==> src/rtl/core/rfp_pkg.sv <==
// Shared types and constants of the ROI readout frame parser.
package rfp_pkg;

	localparam int WORD_W  = 16;
	localparam int POS_W   = 9;
	localparam int HITS_W  = 17;
	localparam int TIME_W  = 32;
	localparam int STAT_W  = 2;
	localparam int CFG_IDX_W = 1;

	localparam logic [WORD_W-1:0] SYNC_WORD  = 16'hFFFF;
	localparam logic [WORD_W-1:0] CLIP_RESET = 16'd4000;
	localparam logic [HITS_W-1:0] HITS_MAX   = 17'h1FFFF;

	localparam logic [STAT_W-1:0] STATUS_OK    = 2'd0;
	localparam logic [STAT_W-1:0] STATUS_OOB   = 2'd1;
	localparam logic [STAT_W-1:0] STATUS_EMPTY = 2'd2;

	localparam logic [CFG_IDX_W-1:0] CFG_PIXEL_THRESHOLD = 1'd0;
	localparam logic [CFG_IDX_W-1:0] CFG_CLIP_LIMIT      = 1'd1;

	typedef struct packed {
		logic                 we;
		logic [CFG_IDX_W-1:0] index;
		logic [WORD_W-1:0]    data;
	} cfg_wr_t;

	typedef struct packed {
		logic              pixel_valid;
		logic [POS_W-1:0]  pos_x;
		logic [POS_W-1:0]  pos_y;
		logic [WORD_W-1:0] pixel_value;
		logic              over_threshold;
		logic              frame_end;
		logic [STAT_W-1:0] frame_status;
		logic [HITS_W-1:0] hit_count;
		logic [WORD_W-1:0] buffer_id;
		logic [TIME_W-1:0] time_ticks;
	} res_t;

endpackage

==> src/rtl/core/rfp_if.sv <==
// Stream interfaces: readout words in, parsed pixel results out.
interface rfp_word_if;
	logic                       valid;
	logic                       ready;
	logic [rfp_pkg::WORD_W-1:0] word;

	modport source (output valid, output word, input ready);
	modport sink (input valid, input word, output ready);
endinterface

interface rfp_result_if;
	logic                       valid;
	logic                       ready;
	logic                       pixel_valid;
	logic [rfp_pkg::POS_W-1:0]  pos_x;
	logic [rfp_pkg::POS_W-1:0]  pos_y;
	logic [rfp_pkg::WORD_W-1:0] pixel_value;
	logic                       over_threshold;
	logic                       frame_end;
	logic [rfp_pkg::STAT_W-1:0] frame_status;
	logic [rfp_pkg::HITS_W-1:0] hit_count;
	logic [rfp_pkg::WORD_W-1:0] buffer_id;
	logic [rfp_pkg::TIME_W-1:0] time_ticks;

	modport source (output valid, output pixel_valid, output pos_x, output pos_y,
		output pixel_value, output over_threshold, output frame_end,
		output frame_status, output hit_count, output buffer_id, output time_ticks,
		input ready);
	modport sink (input valid, input pixel_valid, input pos_x, input pos_y,
		input pixel_value, input over_threshold, input frame_end,
		input frame_status, input hit_count, input buffer_id, input time_ticks,
		output ready);
endinterface

==> src/rtl/core/rfp_parser.sv <==
// Frame parser: header decode, ROI scan and per-word result register.
module rfp_parser #(
	parameter int X_SIZE = 352,
	parameter int Y_SIZE = 300
) (
	input  logic                       clk,
	input  logic                       arst_n,
	input  rfp_pkg::cfg_wr_t           cfg,
	input  logic                       in_valid,
	output logic                       in_ready,
	input  logic [rfp_pkg::WORD_W-1:0] word,
	output logic                       res_valid,
	input  logic                       res_ready,
	output rfp_pkg::res_t              res
);

	localparam logic [2:0] PH_HUNT  = 3'd0;
	localparam logic [2:0] PH_ROI   = 3'd1;
	localparam logic [2:0] PH_BUF   = 3'd2;
	localparam logic [2:0] PH_T1    = 3'd3;
	localparam logic [2:0] PH_T2    = 3'd4;
	localparam logic [2:0] PH_DUMMY = 3'd5;
	localparam logic [2:0] PH_PIX   = 3'd6;

	localparam logic [rfp_pkg::WORD_W-1:0] X_LAST = rfp_pkg::WORD_W'(X_SIZE - 1);
	localparam logic [rfp_pkg::WORD_W-1:0] Y_LAST = rfp_pkg::WORD_W'(Y_SIZE - 1);

	logic [rfp_pkg::WORD_W-1:0] thr_q, clip_q;

	logic [2:0]                 phase_q, phase_d;
	logic [1:0]                 hdr_q, hdr_d;
	logic [rfp_pkg::WORD_W-1:0] ymin_q, ymax_q, xmin_q, xmax_q;
	logic [rfp_pkg::WORD_W-1:0] ymin_d, ymax_d, xmin_d, xmax_d;
	logic [rfp_pkg::WORD_W-1:0] sx_q, sy_q, sx_d, sy_d;
	logic                       reject_q, reject_d;
	logic [rfp_pkg::HITS_W-1:0] hits_q, hits_d;
	logic [rfp_pkg::WORD_W-1:0] bufid_q, bufid_d;
	logic [rfp_pkg::WORD_W-1:0] tlow_q, tlow_d;
	logic [rfp_pkg::TIME_W-1:0] time_q, time_d;

	logic          emit;
	rfp_pkg::res_t res_d;
	logic          in_fire;
	logic          last, hit;
	logic          res_valid_s1;
	rfp_pkg::res_t res_s1;

	assign in_ready  = !res_valid_s1 || res_ready;
	assign in_fire   = in_valid && in_ready;
	assign res_valid = res_valid_s1;
	assign res       = res_s1;

	assign last = (sx_q == xmax_q) && (sy_q == ymax_q);
	assign hit  = word > thr_q;

	always_comb begin
		phase_d  = phase_q;
		hdr_d    = hdr_q;
		ymin_d   = ymin_q;
		ymax_d   = ymax_q;
		xmin_d   = xmin_q;
		xmax_d   = xmax_q;
		sx_d     = sx_q;
		sy_d     = sy_q;
		reject_d = reject_q;
		hits_d   = hits_q;
		bufid_d  = bufid_q;
		tlow_d   = tlow_q;
		time_d   = time_q;
		emit     = 1'b0;
		res_d    = '0;
		unique case (phase_q)
			PH_HUNT: begin
				if (word == rfp_pkg::SYNC_WORD) begin
					phase_d = PH_ROI;
					hdr_d   = 2'd0;
				end
			end
			PH_ROI: begin
				unique case (hdr_q)
					2'd0: ymin_d = word;
					2'd1: ymax_d = word;
					2'd2: xmin_d = word;
					default: xmax_d = word;
				endcase
				if (hdr_q != 2'd3) begin
					hdr_d = hdr_q + 2'd1;
				end else begin
					hdr_d = 2'd0;
					if ((ymax_q < ymin_q) || (word < xmin_q)) begin
						emit               = 1'b1;
						res_d.frame_end    = 1'b1;
						res_d.frame_status = rfp_pkg::STATUS_EMPTY;
						phase_d            = PH_HUNT;
					end else begin
						reject_d = (ymax_q > Y_LAST) || (word > X_LAST);
						phase_d  = PH_BUF;
					end
				end
			end
			PH_BUF: begin
				bufid_d = word;
				phase_d = PH_T1;
			end
			PH_T1: begin
				tlow_d  = word;
				phase_d = PH_T2;
			end
			PH_T2: begin
				// time1 + time2 * 65534, kept modulo 2^32
				time_d  = {16'd0, tlow_q} + {word, 16'd0} - {15'd0, word, 1'b0};
				phase_d = PH_DUMMY;
				hdr_d   = 2'd0;
			end
			PH_DUMMY: begin
				if (hdr_q == 2'd0) begin
					hdr_d = 2'd1;
				end else begin
					hdr_d   = 2'd0;
					sx_d    = xmin_q;
					sy_d    = ymin_q;
					hits_d  = '0;
					phase_d = PH_PIX;
				end
			end
			PH_PIX: begin
				if (!reject_q) begin
					if (hit && (hits_q != rfp_pkg::HITS_MAX)) begin
						hits_d = hits_q + rfp_pkg::HITS_W'(1);
					end
					res_d.pixel_valid    = 1'b1;
					res_d.pos_x          = sx_q[rfp_pkg::POS_W-1:0];
					res_d.pos_y          = sy_q[rfp_pkg::POS_W-1:0];
					res_d.pixel_value    = (word > clip_q) ? '0 : word;
					res_d.over_threshold = hit;
				end
				if (sy_q == ymax_q) begin
					sy_d = ymin_q;
					sx_d = sx_q + rfp_pkg::WORD_W'(1);
				end else begin
					sy_d = sy_q + rfp_pkg::WORD_W'(1);
				end
				emit = !reject_q;
				if (last) begin
					emit               = 1'b1;
					res_d.frame_end    = 1'b1;
					res_d.frame_status = reject_q ? rfp_pkg::STATUS_OOB : rfp_pkg::STATUS_OK;
					res_d.hit_count    = reject_q ? '0 : hits_d;
					res_d.buffer_id    = bufid_q;
					res_d.time_ticks   = time_q;
					phase_d            = PH_HUNT;
				end
			end
			default: phase_d = PH_HUNT;
		endcase
	end

	always_ff @(posedge clk or negedge arst_n) begin
		if (!arst_n) begin
			thr_q  <= '0;
			clip_q <= rfp_pkg::CLIP_RESET;
		end else if (cfg.we) begin
			unique case (cfg.index)
				rfp_pkg::CFG_PIXEL_THRESHOLD: thr_q  <= cfg.data;
				rfp_pkg::CFG_CLIP_LIMIT:      clip_q <= cfg.data;
			endcase
		end
	end

	always_ff @(posedge clk or negedge arst_n) begin
		if (!arst_n) begin
			phase_q  <= PH_HUNT;
			hdr_q    <= '0;
			ymin_q   <= '0;
			ymax_q   <= '0;
			xmin_q   <= '0;
			xmax_q   <= '0;
			sx_q     <= '0;
			sy_q     <= '0;
			reject_q <= 1'b0;
			hits_q   <= '0;
			bufid_q  <= '0;
			tlow_q   <= '0;
			time_q   <= '0;
		end else if (in_fire) begin
			phase_q  <= phase_d;
			hdr_q    <= hdr_d;
			ymin_q   <= ymin_d;
			ymax_q   <= ymax_d;
			xmin_q   <= xmin_d;
			xmax_q   <= xmax_d;
			sx_q     <= sx_d;
			sy_q     <= sy_d;
			reject_q <= reject_d;
			hits_q   <= hits_d;
			bufid_q  <= bufid_d;
			tlow_q   <= tlow_d;
			time_q   <= time_d;
		end
	end

	always_ff @(posedge clk or negedge arst_n) begin
		if (!arst_n) begin
			res_valid_s1 <= 1'b0;
		end else if (in_ready) begin
			res_valid_s1 <= in_fire && emit;
		end
	end

	always_ff @(posedge clk) begin
		if (in_fire) begin
			res_s1 <= res_d;
		end
	end

endmodule

==> src/rtl/core/rfp_skid.sv <==
// Two-word output buffer between the parser result register and the port.
module rfp_skid (
	input  logic          clk,
	input  logic          arst_n,
	input  logic          in_valid,
	output logic          in_ready,
	input  rfp_pkg::res_t in_data,
	output logic          out_valid,
	input  logic          out_ready,
	output rfp_pkg::res_t out_data
);

	rfp_pkg::res_t mem_q [2];
	logic [1:0]    count_q;
	logic          wr_ptr_q, rd_ptr_q;
	logic          push, pop;

	assign in_ready  = count_q != 2'd2;
	assign out_valid = count_q != 2'd0;
	assign out_data  = mem_q[rd_ptr_q];
	assign push      = in_valid && in_ready;
	assign pop       = out_valid && out_ready;

	always_ff @(posedge clk or negedge arst_n) begin
		if (!arst_n) begin
			count_q  <= '0;
			wr_ptr_q <= 1'b0;
			rd_ptr_q <= 1'b0;
		end else begin
			if (push) wr_ptr_q <= !wr_ptr_q;
			if (pop) rd_ptr_q <= !rd_ptr_q;
			if (push && !pop) count_q <= count_q + 2'd1;
			else if (pop && !push) count_q <= count_q - 2'd1;
		end
	end

	always_ff @(posedge clk) begin
		if (push) mem_q[wr_ptr_q] <= in_data;
	end

endmodule

==> src/rtl/core/roi_readout_frame_parser.sv <==
// Top level of the ROI readout frame parser.
//
//  channel  | dir | word content
//  ---------+-----+-------------------------------------------------------
//  stream   | in  | one 16-bit readout word
//  result   | out | pixel coords/value/flag, frame end summary
//  cfg_*    | in  | register write: 0 pixel_threshold, 1 clip_limit
//
// One word per cycle sustained unless the output stalls; each word is decoded
// into the result register, then passes a two-word buffer. Header words and
// rejected pixels give no word out, but for the frame end word of an empty
// ROI or rejected frame. Reset clears state to sync hunt and clip_limit to 4000.
// A stalled output fills the buffer and result register before the input stalls.
module roi_readout_frame_parser #(
	parameter int X_SIZE = 352,
	parameter int Y_SIZE = 300
) (
	input  logic                          clk,
	input  logic                          arst_n,
	input  logic                          cfg_we,
	input  logic [rfp_pkg::CFG_IDX_W-1:0] cfg_index,
	input  logic [rfp_pkg::WORD_W-1:0]    cfg_data,
	rfp_word_if.sink                      stream,
	rfp_result_if.source                  result
);

	rfp_pkg::cfg_wr_t cfg;
	logic             core_valid, core_ready;
	rfp_pkg::res_t    core_res, out_res;

	assign cfg.we    = cfg_we;
	assign cfg.index = cfg_index;
	assign cfg.data  = cfg_data;

	rfp_parser #(
		.X_SIZE(X_SIZE),
		.Y_SIZE(Y_SIZE)
	) u_parser (
		.clk       (clk),
		.arst_n    (arst_n),
		.cfg       (cfg),
		.in_valid  (stream.valid),
		.in_ready  (stream.ready),
		.word      (stream.word),
		.res_valid (core_valid),
		.res_ready (core_ready),
		.res       (core_res)
	);

	rfp_skid u_skid (
		.clk       (clk),
		.arst_n    (arst_n),
		.in_valid  (core_valid),
		.in_ready  (core_ready),
		.in_data   (core_res),
		.out_valid (result.valid),
		.out_ready (result.ready),
		.out_data  (out_res)
	);

	assign result.pixel_valid    = out_res.pixel_valid;
	assign result.pos_x          = out_res.pos_x;
	assign result.pos_y          = out_res.pos_y;
	assign result.pixel_value    = out_res.pixel_value;
	assign result.over_threshold = out_res.over_threshold;
	assign result.frame_end      = out_res.frame_end;
	assign result.frame_status   = out_res.frame_status;
	assign result.hit_count      = out_res.hit_count;
	assign result.buffer_id      = out_res.buffer_id;
	assign result.time_ticks     = out_res.time_ticks;

	a_empty_shape: assert property (@(posedge clk) disable iff (!arst_n)
		result.valid && (result.frame_status == rfp_pkg::STATUS_EMPTY)
		|-> result.frame_end && !result.pixel_valid && (result.time_ticks == '0))
		else $error("empty-ROI word carries pixel or summary data");

	a_oob_shape: assert property (@(posedge clk) disable iff (!arst_n)
		result.valid && (result.frame_status == rfp_pkg::STATUS_OOB)
		|-> result.frame_end && !result.pixel_valid && (result.hit_count == '0))
		else $error("rejected frame emitted pixel data");

	a_mid_frame_clean: assert property (@(posedge clk) disable iff (!arst_n)
		result.valid && !result.frame_end
		|-> result.pixel_valid && (result.frame_status == rfp_pkg::STATUS_OK)
			&& (result.hit_count == '0) && (result.time_ticks == '0))
		else $error("non-final word carries frame summary");

	a_core_hold: assert property (@(posedge clk) disable iff (!arst_n)
		core_valid && !core_ready |=> core_valid && $stable(core_res))
		else $error("parser result changed while buffer was full");

endmodule
==> src/flat_wrapper.sv <==
// flat-port wrapper written by rule: the top's interface ports become plain ports
module roi_readout_frame_parser_flat 
#(
	parameter int X_SIZE = 352,
	parameter int Y_SIZE = 300
)
  (clk, arst_n, cfg_we, cfg_index, cfg_data, stream_valid, stream_word, stream_ready, result_valid, result_pixel_valid, result_pos_x, result_pos_y, result_pixel_value, result_over_threshold, result_frame_end, result_frame_status, result_hit_count, result_buffer_id, result_time_ticks, result_ready);
  rfp_word_if stream_i ();
  rfp_result_if result_i ();
  input  logic clk;
  input  logic arst_n;
  input  logic cfg_we;
  input  logic [rfp_pkg::CFG_IDX_W-1:0] cfg_index;
  input  logic [rfp_pkg::WORD_W-1:0] cfg_data;
  input wire logic [$bits(stream_i.valid)-1:0] stream_valid;
  input wire logic [$bits(stream_i.word)-1:0] stream_word;
  output wire logic [$bits(stream_i.ready)-1:0] stream_ready;
  output wire logic [$bits(result_i.valid)-1:0] result_valid;
  output wire logic [$bits(result_i.pixel_valid)-1:0] result_pixel_valid;
  output wire logic [$bits(result_i.pos_x)-1:0] result_pos_x;
  output wire logic [$bits(result_i.pos_y)-1:0] result_pos_y;
  output wire logic [$bits(result_i.pixel_value)-1:0] result_pixel_value;
  output wire logic [$bits(result_i.over_threshold)-1:0] result_over_threshold;
  output wire logic [$bits(result_i.frame_end)-1:0] result_frame_end;
  output wire logic [$bits(result_i.frame_status)-1:0] result_frame_status;
  output wire logic [$bits(result_i.hit_count)-1:0] result_hit_count;
  output wire logic [$bits(result_i.buffer_id)-1:0] result_buffer_id;
  output wire logic [$bits(result_i.time_ticks)-1:0] result_time_ticks;
  input wire logic [$bits(result_i.ready)-1:0] result_ready;
  assign stream_i.valid = stream_valid;
  assign stream_i.word = stream_word;
  assign stream_ready = stream_i.ready;
  assign result_valid = result_i.valid;
  assign result_pixel_valid = result_i.pixel_valid;
  assign result_pos_x = result_i.pos_x;
  assign result_pos_y = result_i.pos_y;
  assign result_pixel_value = result_i.pixel_value;
  assign result_over_threshold = result_i.over_threshold;
  assign result_frame_end = result_i.frame_end;
  assign result_frame_status = result_i.frame_status;
  assign result_hit_count = result_i.hit_count;
  assign result_buffer_id = result_i.buffer_id;
  assign result_time_ticks = result_i.time_ticks;
  assign result_i.ready = result_ready;
  roi_readout_frame_parser #(.X_SIZE(X_SIZE), .Y_SIZE(Y_SIZE)) u_core (.clk(clk), .arst_n(arst_n), .cfg_we(cfg_we), .cfg_index(cfg_index), .cfg_data(cfg_data), .stream(stream_i), .result(result_i));
endmodule
==> config.mk <==
export PLATFORM = sky130hd
export DESIGN_NAME = roi_readout_frame_parser_flat
export DESIGN_NICKNAME = d
export VERILOG_FILES = /design/src/rtl/core/rfp_pkg.sv /design/src/rtl/core/rfp_if.sv /design/src/rtl/core/rfp_parser.sv /design/src/rtl/core/rfp_skid.sv /design/src/rtl/core/roi_readout_frame_parser.sv /design/src/flat_wrapper.sv
export SDC_FILE = /design/constraint.sdc
export NUM_CORES = 1
export LEC_CHECK = 0
export BUFFER_PORTS_ARGS = -buffer_cell sky130_fd_sc_hd__buf_2
export CORE_ASPECT_RATIO = 1.25
export CORE_MARGIN = 10
export CORE_UTILIZATION = 55
export CTS_CLUSTER_DIAMETER = 30
export DETAILED_ROUTE_END_ITERATION = 12
export PLACE_DENSITY = 0.76
export SYNTH_ARGS = -nofsm -noshare
export SYNTH_HDL_FRONTEND = slang
export SYNTH_SLANG_ARGS = --single-unit
export TNS_END_PERCENT = 50
==> constraint.sdc <==
create_clock -name clk -period 5 [get_ports clk]
set_input_delay 1 -clock clk [delete_from_list [all_inputs] [get_ports clk]]
set_output_delay 1 -clock clk [all_outputs]
set_load 0.05 [all_outputs]
# After elaboration in Yosys (flattened, before gate mapping)
# Memories as Yosys holds them, arrays and structs flattened.
# Cells that the tools add are included.
[classes]
magnitude_cmp = 6
add_sub_neg = 8
muxes = 36
bitwise = 6
n_reduce_logical = 42
eq_ne = 19
[op_table]
columns = ["op", "count"]
rows = [
  ["two-way mux 16 bit", 5],
  ["two-way mux 17 bit", 4],
  ["two-way mux 68 bit", 1],
  ["case mux 16 bit (2 select lines)", 2],
  ["two-way mux 36 bit", 1],
  ["case mux 17 bit (2 select lines)", 1],
  ["adder 16 x 1 -> 16 bit (second input constant)", 2],
  ["adder 16 x 32 -> 32 bit", 1],
  ["== test 16 bit", 2],
  ["greater-than comparator 16 bit", 2],
  ["greater-than comparator 16 x 9 -> 1 bit (second input constant)", 2],
  ["less-than comparator 16 bit", 2],
  ["subtractor 32 x 17 -> 32 bit", 1],
  ["case mux 3 bit (7 select lines)", 1],
  ["two-way mux 3 bit", 6],
  ["AND reduction 3 bit", 6],
  ["adder 17 x 1 -> 17 bit (second input constant)", 1],
  ["inequality test 17 bit (second input constant)", 1],
  ["== test 16 bit (second input constant)", 1],
  ["inequality test 2 bit (second input constant)", 7],
  ["AND reduction 2 bit", 6],
  ["two-way mux 2 bit", 5],
  ["== test 3 bit (second input constant)", 3],
  ["OR reduction 3 bit", 3],
  ["other kinds (21)", 51],
]
[totals]
in_bits = 38
memories = 1
wordCells = 147
ff_bits = 324
mem_bits_rw = 208
out_inout_bits = 106
[memory_table]
columns = ["memory", "words", "width", "rd", "rd_ports_with_merged_regs", "write_ports", "line_no", "rtl"]
rows = [
  ["u_core.u_skid.mem_q", 2, 104, 1, 0, 1, "rfp_skid.sv:13", "rfp_pkg::res_t mem_q [2];"],
]

# Depth between registers and ports, before layout
# Gate-level depths: netlist of the first run.
[logic_depth]
depth_word = 7
ltp_mapped = 12
mapped_depth_nobuf = 12

# Modules after synthesis
# From an unflattened synthesis of the first run, not the netlist that was laid out.
[hier_totals]
hier_cells = 1981
area_unflattened_um2 = 24287.0
[modules_own_cells]
columns = ["mod", "seq_area_each_um2", "instances", "cells_each", "area_per_inst_um2"]
rows = [
  ["rfp_parser", 8535.7, 1, 1639, 16336.9],
  ["rfp_skid", 6346.1, 1, 342, 7950.1],
]

# Worst setup path before layout of the first run
# No wires, ideal clock.
[synth_path]
path_type = "register to register"
start = "register u_core.u_skid.count_q[0]"
end = "memory u_core.u_skid.mem_q[0][0] in the netlist's numbering, enable pin"
required_ns = 4.432
setup_time_ns = 0.568
period_less_slack_ns = 5.506
arrival_time_ns = 4.938
n_path_buf = 0
setup_slack_ns = -0.506
path_stages_with_launch = 4
cell_sequence = "dfrtp_1 > nand2b_1 > nand2_1 > nor2_1"
[synth_via]
elab_chain_len = 4
[synth_rtl]
columns = ["element", "line_no", "rtl"]
rows = [
  ["from (decl)", "rfp_skid.sv:14", "logic [1:0] count_q;"],
  ["from (signal assigned)", "rfp_skid.sv:32", "if (push && !pop) count_q <= count_q + 2'd1;"],
  ["from (signal assigned)", "rfp_skid.sv:33", "else if (pop && !push) count_q <= count_q - 2'd1;"],
  ["inequality test 2 bit", "rfp_skid.sv:18", "assign in_ready = count_q != 2'd2;"],
  ["logical AND 1 bit", "rfp_skid.sv:21", "assign push = in_valid && in_ready;"],
  ["two-way mux 1 bit", "rfp_skid.sv:38", "if (push) mem_q[wr_ptr_q] <= in_data;"],
  ["two-way mux 1 bit (not written as such)", "rfp_skid.sv:38", ""],
  ["to (decl)", "rfp_skid.sv:13", ""],
]
# No other way between the ends.

# Worst setup path in the final report of the first run
[layout_path]
start = "register u_core.u_skid.rd_ptr_q"
end = "output port result_time_ticks[9]"
[layout_via]
elab_chain_len = 1
[layout_rtl]
columns = ["element", "line_no", "rtl"]
rows = [
  ["from (decl)", "rfp_skid.sv:15", "logic wr_ptr_q, rd_ptr_q;"],
  ["from (signal assigned)", "rfp_skid.sv:31", "if (pop) rd_ptr_q <= !rd_ptr_q;"],
  ["memory (2 x 104 bit)", "--", ""],
  ["to (decl)", "flat_wrapper.sv:28", "output wire logic [$bits(result_i.time_ticks)-1:0] result_time_ticks;"],
]
# No other way between the ends.

==> impl_metrics.csv, run 1 <==
group,metric,value,unit
route,vias,16100,
route,wl_per_cell,21.2,um
synth,synthCells,1957,
cells_and_area,fin_util,65.4,%
timing,max_freq,0.274,GHz
synth,ys_types,68,
floorplan,rows,85,
floorplan,fp.dieH,253,um
global_route,grt_overflow_total,0,
clock_network,clock_latency,630,ps
critical_path,cp.depth,3,
synth,yosys_warnings,0,
critical_path,r2r_cells,10,
timing,whs,438,ps
synth,yosysTopAreaCell,"edfxtp_1",
flow_run,maxCapViolCount,0,
clock_network,cts_tree,"built",
cells_and_area,final_common_cell,"edfxtp_1",
critical_path,r2r_slack,1620,ps
placed_design,dp_hpwl,39400,um
global_route,grt_pass1_vias,16400,
timing,maxSlewViolCount,0,
pwr,power.density,581,nW/um^2
floorplan,design.core.area,43100,sq um
synth,yosysTopAreaCellShare,39.1,%
cells_and_area,stdcell_count,2751,
pwr,ir_worst_vdd,0.000422,V
global_route,grt_max_degree,118,
cells_and_area,drive_above_1_share,21.9,%
critical_path,cp-end-kind,"output pin",
timing,rsz0062_at_grt,"false",
critical_path,endpoint,"result_time_ticks[9]",
timing,min_period_over_period,73.1,%
timing,finalHoldViolations,0,
critical_path,worstReg2RegStart,"u_core.u_parser.hits_q[4]",
clock_network,ctsHoldBuffers,0,
floorplan,die-area,52300,sq um
synth,ys_ff_latch,532,
clock_network,root_buffer,"clkbuf_16",
min_path,min_from,"u_core.u_parser.res[82]",
pwr,seqPwrFrac,37.8,%
clock_network,postCtsSetupRepairBufs,0,
route,vias_per_cell,5.84,
clock_network,clk_pin_slew,50,ps
route,wirelength,58200,um
critical_path,path_cells,"buf_4 -> mux2_2 -> buf_2",
route,drc_errors,0,
pwr,intPower,0.0107,W
placed_design,place_inst,2592,
clock_network,htreeDepth,3,
synth,synth_ff_type,"edfxtp_1",
placed_design,port_buffers,143,
pwr,power.switching,0.00566,W
run_status,status,"completed",
timing,setup_viol,0,
critical_path,slowest_stage,"dfrtp_4",
clock_network,clock-sinks,532,
critical_path,worstSetupPathType,"reg2out",
pwr,clockPowerShare,37.0,%
critical_path,cpPeakStageDelay,900,ps
pwr,power,0.0164,W
pwr,swShare,34.6,%
synth,avgSynthCellArea,12.2,sq um
global_route,grt_usage,22.4,%
critical_path,cp-start-kind,"flop",
synth,synth-edff-count,312,
clock_network,cts_buffers,85,
critical_path,required,4000,ps
synth,syn_area,23900,sq um
min_path,hp-class,"reg2reg",
floorplan,io_pins,144,
route,first_iter_violations,1256,
pwr,leakage,11.8,nW
route,drtAntennaViolNets,0,
cells_and_area,layout_common_cells,"edfxtp_1 (312), dfrtp_1 (213), nand2_1 (195), o21ai_0 (175), buf_2 (142)",
global_route,antenna_found_initial,1,
critical_path,crit_family,"flip-flops",
timing,fin_skew,21.3,ps
critical_path,timing.rr.end,"u_core.u_parser.hits_q[11]",
synth,yosysSeqAreaShare,62.2,%
timing,slew_headroom,21.7,%
cells_and_area,syn_to_final_growth,17.8,%
clock_network,clock_path_buffers,3,
clock_network,cts_repair_resize_count,0,
pwr,p_comb_share,25.2,%
timing,post-route-min-period,3660,ps
floorplan,die_w,207,um
floorplan,initial_core_util,55.6,%
synth,synth_nets,2083,
critical_path,crit_start,"u_core.u_skid.rd_ptr_q",
critical_path,cp_max_fo,55,
placed_design,place_congestion,0.924,
timing,tns,0,ps
synth,synth.area.top_cells,"edfxtp_1 (39%), dfrtp_1 (22%), mux2_2 (6.4%)",
critical_path,critical_path_arrival,2660,ps
global_route,grt_pass1_wl,91500,um
cells_and_area,nets,2240,
timing,tightest_slew,1170,ps
route,dr.pass1.iters,5,
critical_path,crit_buf_inv,2,
cells_and_area,n_antenna_cell,0,
synth,synthArstFlopShare,41.4,%
## cells by family after synthesis
logic type / share of synthesized area [%]
compound gates: 9.29
xor+xnor: 2.85
fa+ha+maj: 4.60
buf+inv: 3.30
flops: 62.2
mux: 6.61
simple gates: 11.2
## cell usage after synthesis, drive strengths merged, types with 3 or more instances
master   count
edfxtp     312
dfrtp      214
nand2      196
o21ai      177
mux2       137
inv        102
a21oi       93
ha          88
nor2        76
clkbuf      74
and3        70
xnor2       56
nand3       37
nand4       35
and2        34
nor3        29
buf         22
xor2        22
a31oi       18
a21o        17
nor4        13
o22ai       12
nand2b       9
o211ai       9
or3          8
nor2b        7
o21a         7
o31ai        7
or2          7
a211oi       6
dfstp        6
a2bb2oi      5
and4         4
mux2i        4
nor3b        4
o22a         4
a2111o       3
and3b        3
nand3b       3
## area by class of cell
class	count	area (sq um)
sequential	532	14900
clock buffer	96	2200
clock inverter	63	815
inverter	102	385
timing repair buffer	166	910
multi-input combinational	1227	8280
tap	565	707
fill	3119	14900
## worst reg2reg max path, cell delays in order, from the launching register on
cell     delay (ps)
dfrtp_1         450
and3_1          230
and4_1          260
and3_1          240
and4_1          240
and3_1          190
ha_1            220
nor4_2          740
nand4_1         260
or3_1           370
o21ai_0         100
## metrics by stage
stage | cell area [sq um] | worst slack (ps)
2_1_floorplan | 23900 | 718
3_3_place_gp | 25200 | 1270
3_5_place_dp | 25200 | 1270
4_1_cts | 28200 | 1310
5_1_grt | 28200 | 1220
6_report | 28200 | 1340
## power groups by stage
stage	clock network, W	logic (W)	registers [W]
final	0.00606	0.00412	0.00620
after floorplan	0	0.00327	0.00583
after global placement	0	0.00400	0.00622
after global routing	0.00635	0.00450	0.00628
after detailed placement	0	0.00408	0.00625
after CTS	0.00614	0.00414	0.00618
## registers in the layout, summed over array words and instances (netlist names), 17 cells and up
name and count:
u_core.u_parser.hits_q 17, u_core.u_parser.res 104, u_core.u_parser.time_q 32, u_core.u_skid.mem_q 208
## layer usage
layer / vias to the layer above / wire length [um] / global-route usage [%]
met5: - / 0 / 0
met4: 0 / 1800 / 9.17
met3: 121 / 3910 / 4.55
met2: 586 / 28700 / 36.7
met1: 7934 / 23800 / 28.5
li1: 7427 / - / -
## worst min-delay path by stage
| stage | to | slack [ps] | depth (start not counted) |
|---|---|---|---|
| 3_5_place_dp | u_core.u_skid.mem_q[1][97] | 430 | 0 |
| 3_3_place_gp | u_core.u_skid.mem_q[0][85] | 420 | 0 |
| 4_1_cts | u_core.u_skid.mem_q[0][82] | 440 | 0 |
| 6_report | u_core.u_skid.mem_q[0][82] | 440 | 0 |
| 5_1_grt | u_core.u_skid.mem_q[0][72] | 450 | 0 |
| 2_1_floorplan | u_core.u_skid.mem_q[0][0] | 420 | 0 |
No activity file was read; power rests on OpenSTA's default activity.
==> run 2: changes to the inputs <==
--- a/config.mk
+++ b/config.mk
@@ -8,10 +8,10 @@
 export BUFFER_PORTS_ARGS = -buffer_cell sky130_fd_sc_hd__buf_2
 export CORE_ASPECT_RATIO = 1.25
 export CORE_MARGIN = 10
-export CORE_UTILIZATION = 55
+export CORE_UTILIZATION = 60
 export CTS_CLUSTER_DIAMETER = 30
 export DETAILED_ROUTE_END_ITERATION = 12
-export PLACE_DENSITY = 0.76
+export PLACE_DENSITY = 0.79
 export SYNTH_ARGS = -nofsm -noshare
 export SYNTH_HDL_FRONTEND = slang
 export SYNTH_SLANG_ARGS = --single-unit
==> constraint.sdc (replaced) <==
create_clock -name clk -period 3.4 [get_ports clk]
set_input_delay 0.68 -clock clk [delete_from_list [all_inputs] [get_ports clk]]
set_output_delay 0.68 -clock clk [all_outputs]
set_load 0.05 [all_outputs]
==> impl_metrics.csv, run 2 (synthesized netlist as in run 1, its figures left out) <==
group,metric,value,unit
run_status,status,"completed",
critical_path,crit_family,"simple AND/OR/NAND/NOR gates",
global_route,grt_pass1_wl,95800,um
min_path,hp-class,"in2async",
timing,max_freq,0.308,GHz
critical_path,cpPeakStageDelay,450,ps
clock_network,clock-sinks,532,
clock_network,clock_latency,630,ps
cells_and_area,drive_above_1_share,24.9,%
cells_and_area,syn_to_final_growth,19.9,%
pwr,power,0.0241,W
clock_network,cts_buffers,87,
clock_network,htreeDepth,3,
cells_and_area,largest_reg_flops,208,
critical_path,cp-end-kind,"flop",
floorplan,fp.dieH,243,um
floorplan,die_w,199,um
timing,whs,124,ps
floorplan,io_pins,144,
route,vias,16800,
cells_and_area,nets,2317,
pwr,power.density,838,nW/um^2
timing,setup_viol,0,
floorplan,design.core.area,39300,sq um
critical_path,worstSetupPathType,"reg2reg",
timing,maxSlewViolCount,0,
cells_and_area,final_common_cell,"edfxtp_1",
global_route,grt_pass1_vias,17200,
clock_network,root_buffer,"clkbuf_16",
timing,rsz0062_at_grt,"false",
placed_design,place_ws,220,ps
global_route,antenna_found_initial,0,
clock_network,clock_path_buffers,3,
floorplan,die-area,48300,sq um
critical_path,crit_buf_inv,0,
route,drc_errors,0,
floorplan,rows,81,
global_route,grt_max_degree,106,
pwr,leakage,12.1,nW
cells_and_area,n_antenna_cell,0,
timing,min_period_over_period,95.5,%
cells_and_area,n_fill_cell,2533,
clock_network,clk_pin_slew,60,ps
global_route,grt_overflow_total,0,
cells_and_area,layout_common_cells,"edfxtp_1 (312), dfrtp_1 (213), nand2_1 (194), o21ai_0 (165), buf_2 (142)",
placed_design,place_congestion,0.966,
route,drtAntennaViolNets,0,
flow_run,maxCapViolCount,0,
clock_network,cts_tree,"built",
route,wirelength,61600,um
critical_path,critical_path_arrival,3790,ps
timing,tightest_slew,1240,ps
critical_path,path_cells,"and3_1 -> and4_1 -> and3_1 -> and4_1 -> and3_1 -> ha_1 -> nor2_1 -> nand4_1 -> nor2_1 -> nand4_1 -> or3_1 -> o21ai_1",
timing,finalHoldViolations,0,
placed_design,port_buffers,143,
cells_and_area,stdcell_count,2764,
pwr,ir_worst_vdd,0.000470,V
timing,fin_skew,45.4,ps
cells_and_area,fin_util,73.0,%
placed_design,place_inst,2600,
cells_and_area,regMostFlops,"u_core.u_skid.mem_q",
route,first_iter_violations,1411,
critical_path,cp_max_fo,8,
route,wl_per_cell,22.3,um
route,dr.pass1.iters,5,
timing,post-route-min-period,3250,ps
critical_path,cp_common_cell,"and3_1",
critical_path,slowest_stage,"dfrtp_1",
global_route,grt_usage,25.4,%
critical_path,required,3940,ps
placed_design,dp_hpwl,41900,um
timing,layout_setup_ws,151,ps
route,vias_per_cell,6.08,
timing,slew_headroom,17.1,%
critical_path,cp-start-kind,"flop",
clock_network,ctsHoldBuffers,0,
floorplan,initial_core_util,60.9,%
==> run 2: cell count changes in the layout (fill, tap and decap cells not counted), sizes merged <==
| cell | previous run | this run |
|---|---|---|
| clkbuf | 97 | 94 |
| bufinv | 11 | 3 |
| buf | 165 | 240 |
| clkinv | 24 | 22 |
| clkinvlp | 5 | 14 |
| inv | 125 | 134 |
==> run 2: where the power goes <==
part,switching [W],internal (W),leakage [nW],total (W)
logic,0.00402,0.00238,4.90,0.00640
clock network,0.00345,0.00516,1.40,0.00861
registers,0.00114,0.00791,5.78,0.00905
total,0.00861,0.0155,12.1,0.0241
==> run 2: repair_timing <==
item,in CTS,in global routing
gates resized for setup,0,1
hold endpoints to repair,0,0
endpoints found under the setup margin,0,4
buffers inserted,0,0
==> run 2: routing by layer <==
metal | global-route usage [%] | vias to the layer above | part of all wire, %
met5 | 0 | - | 0
met4 | 12.5 | 0 | 4.3
met3 | 4.34 | 163 | 6.5
met2 | 41.8 | 775 | 49
met1 | 31.9 | 8284 | 40
li1 | - | 7585 | -
==> run 2: metrics by stage <==
stage	instance area [sq um]	TNS [ps]
2_1_floorplan	24000	-6990
3_3_place_gp	25800	0
3_5_place_dp	25800	0
4_1_cts	28700	0
5_1_grt	28700	0
6_report	28700	0
==> run 2: area by class of cell <==
type | instances | area [sq um] | area share [%]
timing repair buffer | 241 | 1570 | 5.48
tap | 498 | 623 | 2.17
inverter | 102 | 387 | 1.35
multi-input combinational | 1227 | 8300 | 28.9
sequential | 532 | 14900 | 51.9
clock buffer | 93 | 2220 | 7.73
clock inverter | 71 | 718 | 2.50
==> run 2: final timing paths <==
check / cells after the start / to / from / slack [ps]
min in group clk: 3 / u_core.u_parser.thr_q[5] / cfg_data[5] / 280
max: 12 / u_core.u_parser.hits_q[8] / u_core.u_parser.hits_q[4] / 150
min: 1 / u_core.u_parser.xmin_q[7] / arst_n / 120
min reg2reg: 0 / u_core.u_skid.mem_q[1][10] / u_core.u_parser.res[10] / 440
max reg2reg: 12 / u_core.u_parser.hits_q[8] / u_core.u_parser.hits_q[4] / 150
max in group asynchronous: 2 / u_core.u_parser.clip_q[9] / arst_n / 2370
